`src/sv/ugcd_pkg.sv`:
```
// ----------------------------------------------------------------------------
// ugcd_pkg
// Shared widths, defaults and mode codes of the graph cycle detector.
// ----------------------------------------------------------------------------
package ugcd_pkg;

  localparam int MAX_VERTICES_DEF = 32;

  // field widths of the request and register
  localparam int MODE_W  = 2;
  localparam int VTX_W   = 5;
  localparam int COUNT_W = 6;

  // width used for index range compares, holds any count up to 64
  localparam int CMP_W = 8;

  // request modes
  localparam logic [MODE_W-1:0] MODE_ADD    = 2'd0;
  localparam logic [MODE_W-1:0] MODE_REMOVE = 2'd1;
  localparam logic [MODE_W-1:0] MODE_ADJ    = 2'd2;
  localparam logic [MODE_W-1:0] MODE_CYCLE  = 2'd3;

endpackage

```
`src/sv/undirected_graph_cycle_detect.sv`:
```
// ----------------------------------------------------------------------------
// undirected_graph_cycle_detect
// Symmetric adjacency matrix with edge add/remove, adjacency query and a
// stack-driven depth-first cycle search over the vertices in use.
// ----------------------------------------------------------------------------
// One request is handled at a time. Add and remove read the source row,
// write it while reading the destination row, then write that one (a
// self-loop writes its one row only); an adjacency query answers from the
// source row; a request with a bad endpoint is answered at once. A cycle
// query tries each root vertex, scans one neighbour bit per cycle of each
// visited vertex (up to vertex_count squared bits in total) and on a pop
// reads the frame below, then its row. Results wait in an output register;
// the next request is taken once that register is free or being emptied.
// Per-row valid bits leave the matrix empty after reset, with no clear pass.
module undirected_graph_cycle_detect #(
  parameter int MAX_VERTICES = ugcd_pkg::MAX_VERTICES_DEF
) (
  input  logic                         clk,
  input  logic                         rst,
  // register write channel
  input  logic                         cfg_valid,
  output logic                         cfg_ready,
  input  logic [ugcd_pkg::COUNT_W-1:0] vertex_count,
  // request channel
  input  logic                         in_valid,
  output logic                         in_ready,
  input  logic [ugcd_pkg::MODE_W-1:0]  mode,
  input  logic [ugcd_pkg::VTX_W-1:0]   src_vertex,
  input  logic [ugcd_pkg::VTX_W-1:0]   dst_vertex,
  // result channel
  output logic                         out_valid,
  input  logic                         out_ready,
  output logic                         answer,
  output logic                         index_error
);
  import ugcd_pkg::*;

  localparam int IDX_W = $clog2(MAX_VERTICES);
  localparam int CNT_W = $clog2(MAX_VERTICES + 1);

  localparam logic [2:0] S_IDLE    = 3'd0;
  localparam logic [2:0] S_UPD_SRC = 3'd1;
  localparam logic [2:0] S_UPD_DST = 3'd2;
  localparam logic [2:0] S_ADJ     = 3'd3;
  localparam logic [2:0] S_ROOT    = 3'd4;
  localparam logic [2:0] S_SCAN    = 3'd5;
  localparam logic [2:0] S_POP     = 3'd6;

  typedef struct packed {
    logic [IDX_W-1:0] vertex;
    logic [IDX_W-1:0] parent;
    logic             has_parent;
    logic [CNT_W-1:0] next;
  } frame_t;

  typedef logic [MAX_VERTICES-1:0] row_t;

  logic [2:0]        state;
  logic [CNT_W-1:0]  live_count;
  logic [MODE_W-1:0] op_mode;
  logic [IDX_W-1:0]  op_src;
  logic [IDX_W-1:0]  op_dst;

  // adjacency memory and its row valid bits
  row_t              adj_mem [MAX_VERTICES];
  row_t              row_valid;
  row_t              adj_rd_data;
  logic              adj_rd_valid;
  logic              adj_rd_en;
  logic [IDX_W-1:0]  adj_rd_addr;
  logic              adj_wr_en;
  logic [IDX_W-1:0]  adj_wr_addr;
  row_t              adj_wr_row;

  // search stack memory, holds the frames below the top one
  frame_t            stk_mem [MAX_VERTICES];
  frame_t            stk_rd_data;
  logic              stk_rd_en;
  logic              stk_wr_en;
  logic [CNT_W-1:0]  depth_m1;

  // search state
  row_t              visited;
  logic [CNT_W-1:0]  root;
  logic [CNT_W-1:0]  depth;
  frame_t            top;

  logic              in_fire;
  logic              in_ok;
  logic              err_take;
  logic [IDX_W-1:0]  src_idx;
  logic [IDX_W-1:0]  dst_idx;
  row_t              cur_row;
  logic [IDX_W-1:0]  scan_idx;
  logic              scan_end;
  logic              edge_hit;
  logic              nb_seen;
  logic              is_parent;
  logic              push;
  logic [CNT_W-1:0]  next_plus;
  logic [IDX_W-1:0]  root_idx;
  logic              root_end;
  logic [IDX_W-1:0]  upd_idx;

  // handshakes
  assign cfg_ready = 1'b1;
  assign in_ready  = (state == S_IDLE) && (!out_valid || out_ready);
  assign in_fire   = in_valid && in_ready;

  // endpoint range check
  assign src_idx = IDX_W'(src_vertex);
  assign dst_idx = IDX_W'(dst_vertex);
  assign in_ok   = (CMP_W'(src_vertex) < CMP_W'(live_count))
                && (CMP_W'(dst_vertex) < CMP_W'(live_count));

  // flagged request answered at once
  assign err_take = in_fire && (mode != MODE_CYCLE) && !in_ok;

  // row just read, empty when never written
  assign cur_row = adj_rd_valid ? adj_rd_data : '0;

  // neighbour scan of the top frame
  assign scan_idx  = top.next[IDX_W-1:0];
  assign scan_end  = top.next >= live_count;
  assign edge_hit  = cur_row[scan_idx];
  assign nb_seen   = visited[scan_idx];
  assign is_parent = top.has_parent && (top.parent == scan_idx);
  assign push      = (state == S_SCAN) && !scan_end && edge_hit && !nb_seen;
  assign next_plus = top.next + 1'b1;
  assign depth_m1  = depth - 1'b1;

  assign root_idx = root[IDX_W-1:0];
  assign root_end = root >= live_count;

  // adjacency memory port control
  always_comb begin
    adj_rd_en   = 1'b0;
    adj_rd_addr = op_src;
    adj_wr_en   = 1'b0;
    adj_wr_addr = op_src;
    upd_idx     = op_dst;
    unique case (state)
      S_IDLE: begin
        adj_rd_en   = in_fire;
        adj_rd_addr = src_idx;
      end
      S_UPD_SRC: begin
        adj_rd_en   = 1'b1;
        adj_rd_addr = op_dst;
        adj_wr_en   = 1'b1;
      end
      S_UPD_DST: begin
        adj_wr_en   = 1'b1;
        adj_wr_addr = op_dst;
        upd_idx     = op_src;
      end
      S_ROOT: begin
        adj_rd_en   = !root_end && !visited[root_idx];
        adj_rd_addr = root_idx;
      end
      S_SCAN: begin
        adj_rd_en   = push;
        adj_rd_addr = scan_idx;
      end
      S_POP: begin
        adj_rd_en   = 1'b1;
        adj_rd_addr = stk_rd_data.vertex;
      end
      default: begin
        adj_rd_en = 1'b0;
      end
    endcase
    if (op_mode == MODE_ADD) begin
      adj_wr_row = cur_row | (row_t'(1) << upd_idx);
    end else begin
      adj_wr_row = cur_row & ~(row_t'(1) << upd_idx);
    end
  end

  // stack memory port control
  assign stk_wr_en = push;
  assign stk_rd_en = (state == S_SCAN) && scan_end && (depth != '0);

  // adjacency memory
  always_ff @(posedge clk) begin
    if (adj_wr_en) begin
      adj_mem[adj_wr_addr] <= adj_wr_row;
    end
    if (adj_rd_en) begin
      adj_rd_data  <= adj_mem[adj_rd_addr];
      adj_rd_valid <= row_valid[adj_rd_addr];
    end
  end

  // stack memory
  always_ff @(posedge clk) begin
    if (stk_wr_en) begin
      stk_mem[depth[IDX_W-1:0]] <= '{vertex:     top.vertex,
                                    parent:     top.parent,
                                    has_parent: top.has_parent,
                                    next:       next_plus};
    end
    if (stk_rd_en) begin
      stk_rd_data <= stk_mem[depth_m1[IDX_W-1:0]];
    end
  end

  // control and search sequencer
  always_ff @(posedge clk) begin
    if (rst) begin
      state      <= S_IDLE;
      live_count <= '0;
      out_valid  <= 1'b0;
      row_valid  <= '0;
      visited    <= '0;
      depth      <= '0;
    end else begin
      // register write, counts above the matrix size are clamped
      if (cfg_valid) begin
        if (CMP_W'(vertex_count) > CMP_W'(MAX_VERTICES)) begin
          live_count <= CNT_W'(MAX_VERTICES);
        end else begin
          live_count <= CNT_W'(vertex_count);
        end
      end

      if (out_valid && out_ready && !err_take) begin
        out_valid <= 1'b0;
      end

      if (adj_wr_en) begin
        row_valid[adj_wr_addr] <= 1'b1;
      end

      unique case (state)
        S_IDLE: begin
          if (in_fire) begin
            op_mode <= mode;
            op_src  <= src_idx;
            op_dst  <= dst_idx;
            if (mode == MODE_CYCLE) begin
              visited <= '0;
              root    <= '0;
              depth   <= '0;
              state   <= S_ROOT;
            end else if (!in_ok) begin
              out_valid   <= 1'b1;
              answer      <= 1'b0;
              index_error <= 1'b1;
            end else if (mode == MODE_ADJ) begin
              state <= S_ADJ;
            end else begin
              state <= S_UPD_SRC;
            end
          end
        end

        // first row written; a self-loop needs only this one
        S_UPD_SRC: begin
          if (op_src == op_dst) begin
            out_valid   <= 1'b1;
            answer      <= 1'b0;
            index_error <= 1'b0;
            state       <= S_IDLE;
          end else begin
            state <= S_UPD_DST;
          end
        end

        S_UPD_DST: begin
          out_valid   <= 1'b1;
          answer      <= 1'b0;
          index_error <= 1'b0;
          state       <= S_IDLE;
        end

        S_ADJ: begin
          out_valid   <= 1'b1;
          answer      <= cur_row[op_dst];
          index_error <= 1'b0;
          state       <= S_IDLE;
        end

        // pick the next unvisited root
        S_ROOT: begin
          if (root_end) begin
            out_valid   <= 1'b1;
            answer      <= 1'b0;
            index_error <= 1'b0;
            state       <= S_IDLE;
          end else if (visited[root_idx]) begin
            root <= root + 1'b1;
          end else begin
            top                <= '{vertex: root_idx, parent: '0,
                                    has_parent: 1'b0, next: '0};
            visited[root_idx]  <= 1'b1;
            state              <= S_SCAN;
          end
        end

        // one neighbour bit per cycle
        S_SCAN: begin
          if (scan_end) begin
            if (depth == '0) begin
              root  <= root + 1'b1;
              state <= S_ROOT;
            end else begin
              state <= S_POP;
            end
          end else if (push) begin
            depth             <= depth + 1'b1;
            top               <= '{vertex: scan_idx, parent: top.vertex,
                                   has_parent: 1'b1, next: '0};
            visited[scan_idx] <= 1'b1;
          end else begin
            top.next <= next_plus;
            if (edge_hit && nb_seen && !is_parent) begin
              out_valid   <= 1'b1;
              answer      <= 1'b1;
              index_error <= 1'b0;
              state       <= S_IDLE;
            end
          end
        end

        // restore the frame below, its row is read meanwhile
        S_POP: begin
          top   <= stk_rd_data;
          depth <= depth_m1;
          state <= S_SCAN;
        end

        default: begin
          state <= S_IDLE;
        end
      endcase
    end
  end

endmodule

```
`config.mk`:
```
export PLATFORM = sky130hd
export DESIGN_NAME = undirected_graph_cycle_detect
export DESIGN_NICKNAME = d
export VERILOG_FILES = /design/src/sv/ugcd_pkg.sv /design/src/sv/undirected_graph_cycle_detect.sv
export SDC_FILE = /design/constraint.sdc
export NUM_CORES = 2
export LEC_CHECK = 0
export BUFFER_PORTS_ARGS = -buffer_cell sky130_fd_sc_hd__buf_2
export CAP_MARGIN = 40
export CORE_ASPECT_RATIO = 1.5
export CORE_MARGIN = 5
export CORE_UTILIZATION = 59
export CTS_BUF_LIST = sky130_fd_sc_hd__clkbuf_4 sky130_fd_sc_hd__clkbuf_8
export CTS_CLUSTER_DIAMETER = 30
export CTS_CLUSTER_SIZE = 20
export DETAILED_ROUTE_END_ITERATION = 7
export GPL_TIMING_DRIVEN = 0
export HOLD_SLACK_MARGIN = 0.06
export PLACE_DENSITY = 0.86
export SETUP_SLACK_MARGIN = 0.15
export SYNTH_ARGS = -nofsm -noshare
export SYNTH_HDL_FRONTEND = slang
export SYNTH_SLANG_ARGS = --single-unit
```
`constraint.sdc`:
```
create_clock -name clk -period 4.4 [get_ports clk]
set_input_delay 0.44 -clock clk [delete_from_list [all_inputs] [get_ports clk]]
set_output_delay 0.44 -clock clk [all_outputs]
set_load 0.005 [all_outputs]
```
==> summary.txt <==
Clocking
  • Clock buffer depth: 3
  • CTS tree: yes
  • Number of H-tree levels: 4
  • Root Buffer: clkbuf_8
  • CTS Buf Count: 200
  • Clk_lat worst skew: 1.00 ns
  • Clock transition at path regs: 0.11 ns
  • CTS sink cnt: 1735

Power
  • Clock share of power: 30.6%
  • Sw power: 13.51 mW
  • Logic gate share of total power: 21.6%
  • Sequential power share: 47.8%
  • Switching Share: 32.21%
  • LEAKAGE: 27.14 nW
  • Internal: 28.44 mW
  • VDD IR max: 0.5689 mV
  • P per Cell Area: 516.7 nW/um2

Timing
  • Setup_tns: 0 ns
  • Fmax: 227.5 MHz
  • Final setup viols: 0
  • Fin crit period: 4.396 ns
  • Rel. slew slack: 21.02%
  • Unrepaired setup endpoints after global routing: true
  • Slew @ Worst Pin: 1.185 ns
  • Worst hold margin: 0.1584 ns
  • Slew Limit Fails: 0
  • Final Cycle Share: 99.90%
  • Clock skew: 0.09936 ns
  • Hold Fails Final Rpt: 0

Worst setup path
  • Reg2Reg Setup Slack: 0.004 ns
  • Critical Path Start Type: flop
  • R2r startpoint: scan_idx[0]$_DFFE_PP_
  • Worst reg2reg endpoint: stk_mem[21][12]$_DFFE_PP_
  • CP max FO: 11
  • R2R depth: 13
  • CP Data Required Time: 5.05 ns
  • Crit. End Element: flop
  • CP Class: reg -> reg
  • Crit path DAT: 5.04 ns

Place
  • IO Port Bufs: 26
  • Post-placement cell count: 6582
  • GPL Wtd Cong: 1.038
  • Detailed placement HPWL: 139200 um

Logic synthesis
  • Post-synthesis cell area: 70580 um2
  • Synth top area share: 70.41%
  • Syn_nets: 4901
  • Main synth FF type: edfxtp_1
  • Post-synth top area cell: edfxtp_1
  • Register area share after synthesis: 72.68%
  • Synth unique cells: 76
  • Mapped Cells: 4843
  • Top cells by area, synth: edfxtp_1 70%, mux4_2 6.1%, nand2_1 5.7%, nand3_1 3.4%, dfxtp_1 2.3%
  • Avg Synthesized Cell Area: 14.57 um2
  • Post-synth EDFFs: 1655
  • Yosys warns: 0
  • Number of synthesized register bits: 1735
  • Ys async rst share: 0%

Status
  • Run status: complete, no violations

Drt
  • DRT antenna net count: 0
  • 1st-pass router iterations: 7
  • Final WL: 210900 um
  • Vias: 46970
  • Routed wire per std cell: 30.04 um
  • Drc violations: 0
  • Iter 0 DRT Violations: 6864
  • Vias per cell: 6.690

Worst hold path
  • Min-delay src: in_valid
  • Worst Hold Path EP: state[2]$_SDFFE_PP0P_
  • Worst Hold Path Cells: 4
  • Hold Crit Class: in -> reg

Floorplan
  • Die span in x: 292.4 um
  • Starting Density: 59.37%
  • Rows: 155
  • Ports: 28
  • Core Region: 118900 um2
  • Die Ht: 433.6 um
  • Die area: 126800 um2

Global route
  • Most used routing layer in global routing: met2
  • Overflow after GRT: 0
  • Largest net degree at the start of global routing: 34
  • First-pass GRT wire length: 297000 um
  • Met3 Use GR: 7.070%
  • Initial antenna violation count: 9
  • Gr usage total: 32.03%
  • Grt met2 use: 54.38%
  • Grt met1 use: 35.11%
  • Vias in the first global route: 45850

Layout
  • Final non-filler cell total: 7021
  • Commonest cells after routing, fill and taps aside: 1655 x edfxtp_1, 1059 x nand2_1, 475 x nand3_1, 220 x a21oi_1, 208 x clkbuf_8
  • Most common cell after layout, fill and taps aside: edfxtp_1
  • Fill count: 7083
  • Final nets: 5332
  • Area grow syn2layout: 15.04%
  • Share of cells above drive strength 1: 20.14%

Run
  • # Max-Cap Violations: 0
[flip-flops by register name (all words and copies together), names as in the netlist, 6 cells and up]
name         flops
adj_rd_data     32
visited         32
stk_rd_data     17
row_valid       32
root             6
adj_mem       1024
live_count       6
top             12
depth            6
stk_mem        544
[critical path, cell delays in order (launching register included)]
cell and delay, ns:
edfxtp_1 0.52, buf_6 0.23, buf_6 0.20, clkinvlp_4 0.31
ha_1 0.38, nand2b_1 0.14, a211oi_1 0.37, o31ai_2 0.20
nor2_2 0.28, and4_1 0.23, buf_4 0.24, nand2_2 0.30
nor2_4 0.37, buf_4 0.27
[Yosys cell counts, types with 13 or more instances]
| cell type | count |
|---|---|
| mux4_2 | 192 |
| buf_1 | 32 |
| nand4_1 | 40 |
| nand3_1 | 475 |
| nor2_1 | 222 |
| buf_4 | 18 |
| o21ai_0 | 25 |
| nor4_2 | 31 |
| ha_1 | 35 |
| a31o_2 | 13 |
| o211ai_1 | 23 |
| nand2b_1 | 17 |
| o22ai_1 | 16 |
| a22o_1 | 46 |
| mux2i_1 | 70 |
| nor2b_1 | 14 |
| a21oi_1 | 223 |
| o31ai_1 | 21 |
| buf_2 | 89 |
| or4_1 | 32 |
| mux2_2 | 18 |
| nand3b_1 | 14 |
| edfxtp_1 | 1655 |
| clkbuf_1 | 155 |
| nor3_1 | 29 |
| inv_1 | 20 |
| a32o_1 | 32 |
| nand2_1 | 1064 |
| dfxtp_1 | 80 |
[layout make-up]
cell class                 count  area [um2]  share of cell area, %
timing repair buffer         229        2999                  3.694
inverter                      21       82.58                 0.1017
clock buffer                 223        2975                  3.665
tap                         1570        1964                  2.419
sequential                  1735       51300                  63.18
antenna                        5       12.51                0.01541
buffer                       302        1430                  1.761
multi-input combinational   2785       18620                  22.94
clock inverter               151        1807                  2.225
[stage by stage]
step / instance area, um2 / power (mW) / util (%) / setup WS [ns]
5_1_grt: 81180 / 42.88 / 68.29 / -0.04710
3_3_place_gp: 72670 / 27.99 / 61.13 / -3.004
4_1_cts: 80810 / 41.29 / 67.97 / 0.07923
2_1_floorplan: 70580 / 24.67 / - / 0.1901
3_5_place_dp: 75530 / 28.76 / 63.53 / -0.7711
6_report: 81190 / 41.95 / 68.30 / 0.004229
[logic make-up after synthesis]
| group | after synthesis | share of synthesized area (%) |
|---|---|---|
| AND/OR/NAND/NOR | 1983 | 12.55 |
| flip-flops | 1735 | 72.68 |
| AO/OA/AOI/OAI | 463 | 4.395 |
| buffers and inverters | 323 | 2.056 |
| multiplexers | 280 | 7.407 |
| adder cells (fa/ha/maj) | 35 | 0.6205 |
| XOR/XNOR | 23 | 0.2854 |
| other | 1 | 0.005313 |
[routing by layer]
| layer | up-vias | share of wire (%) |
|---|---|---|
| met4 | 4 | 10 |
| met3 | 1048 | 11 |
| met5 | - | 0.011 |
| met1 | 22730 | 30 |
| met2 | 3996 | 49 |
| li1 | 19190 | - |
[power by group through the flow]
| stage | registers [mW] | clock network (mW) | logic, mW |
|---|---|---|---|
| after floorplan | 20.2 | 0 | 4.48 |
| after global placement | 20.5 | 0 | 7.49 |
| after detailed placement | 20.3 | 0 | 8.41 |
| after CTS | 20.0 | 12.7 | 8.59 |
| after global routing | 20.0 | 13.6 | 9.27 |
| final | 20.0 | 12.8 | 9.07 |
[repair_timing]
item | CTS | global route
setup buffers | 5 | 22
pin swaps | 3 | 8
cloned | 0 | 0
hold buffers | 26 | 0
hold endpoints to repair | 23 | 0
resized for setup | 54 | 42
endpoints found under the setup margin | 465 | 292
[worst max path at each step]
stage	startpoint	to	slack, ns	cells past startpoint
5_1_grt	scan_idx[0]$_DFFE_PP_	stk_mem[21][7]$_DFFE_PP_	-0.05	13
3_5_place_dp	depth[0]$_SDFFE_PP0P_	stk_rd_data[11]$_DFFE_PP_	-0.77	9
2_1_floorplan	scan_idx[0]$_DFFE_PP_	top[10]$_DFFE_PP_	0.19	12
3_3_place_gp	state[2]$_SDFFE_PP0P_	adj_mem[25][12]$_DFFE_PP_	-3.00	9
4_1_cts	scan_idx[0]$_DFFE_PP_	adj_rd_data[4]$_DFFE_PP_	0.08	13
6_report	scan_idx[0]$_DFFE_PP_	stk_mem[21][12]$_DFFE_PP_	0.004	13
(Power assumes the default switching activity.)
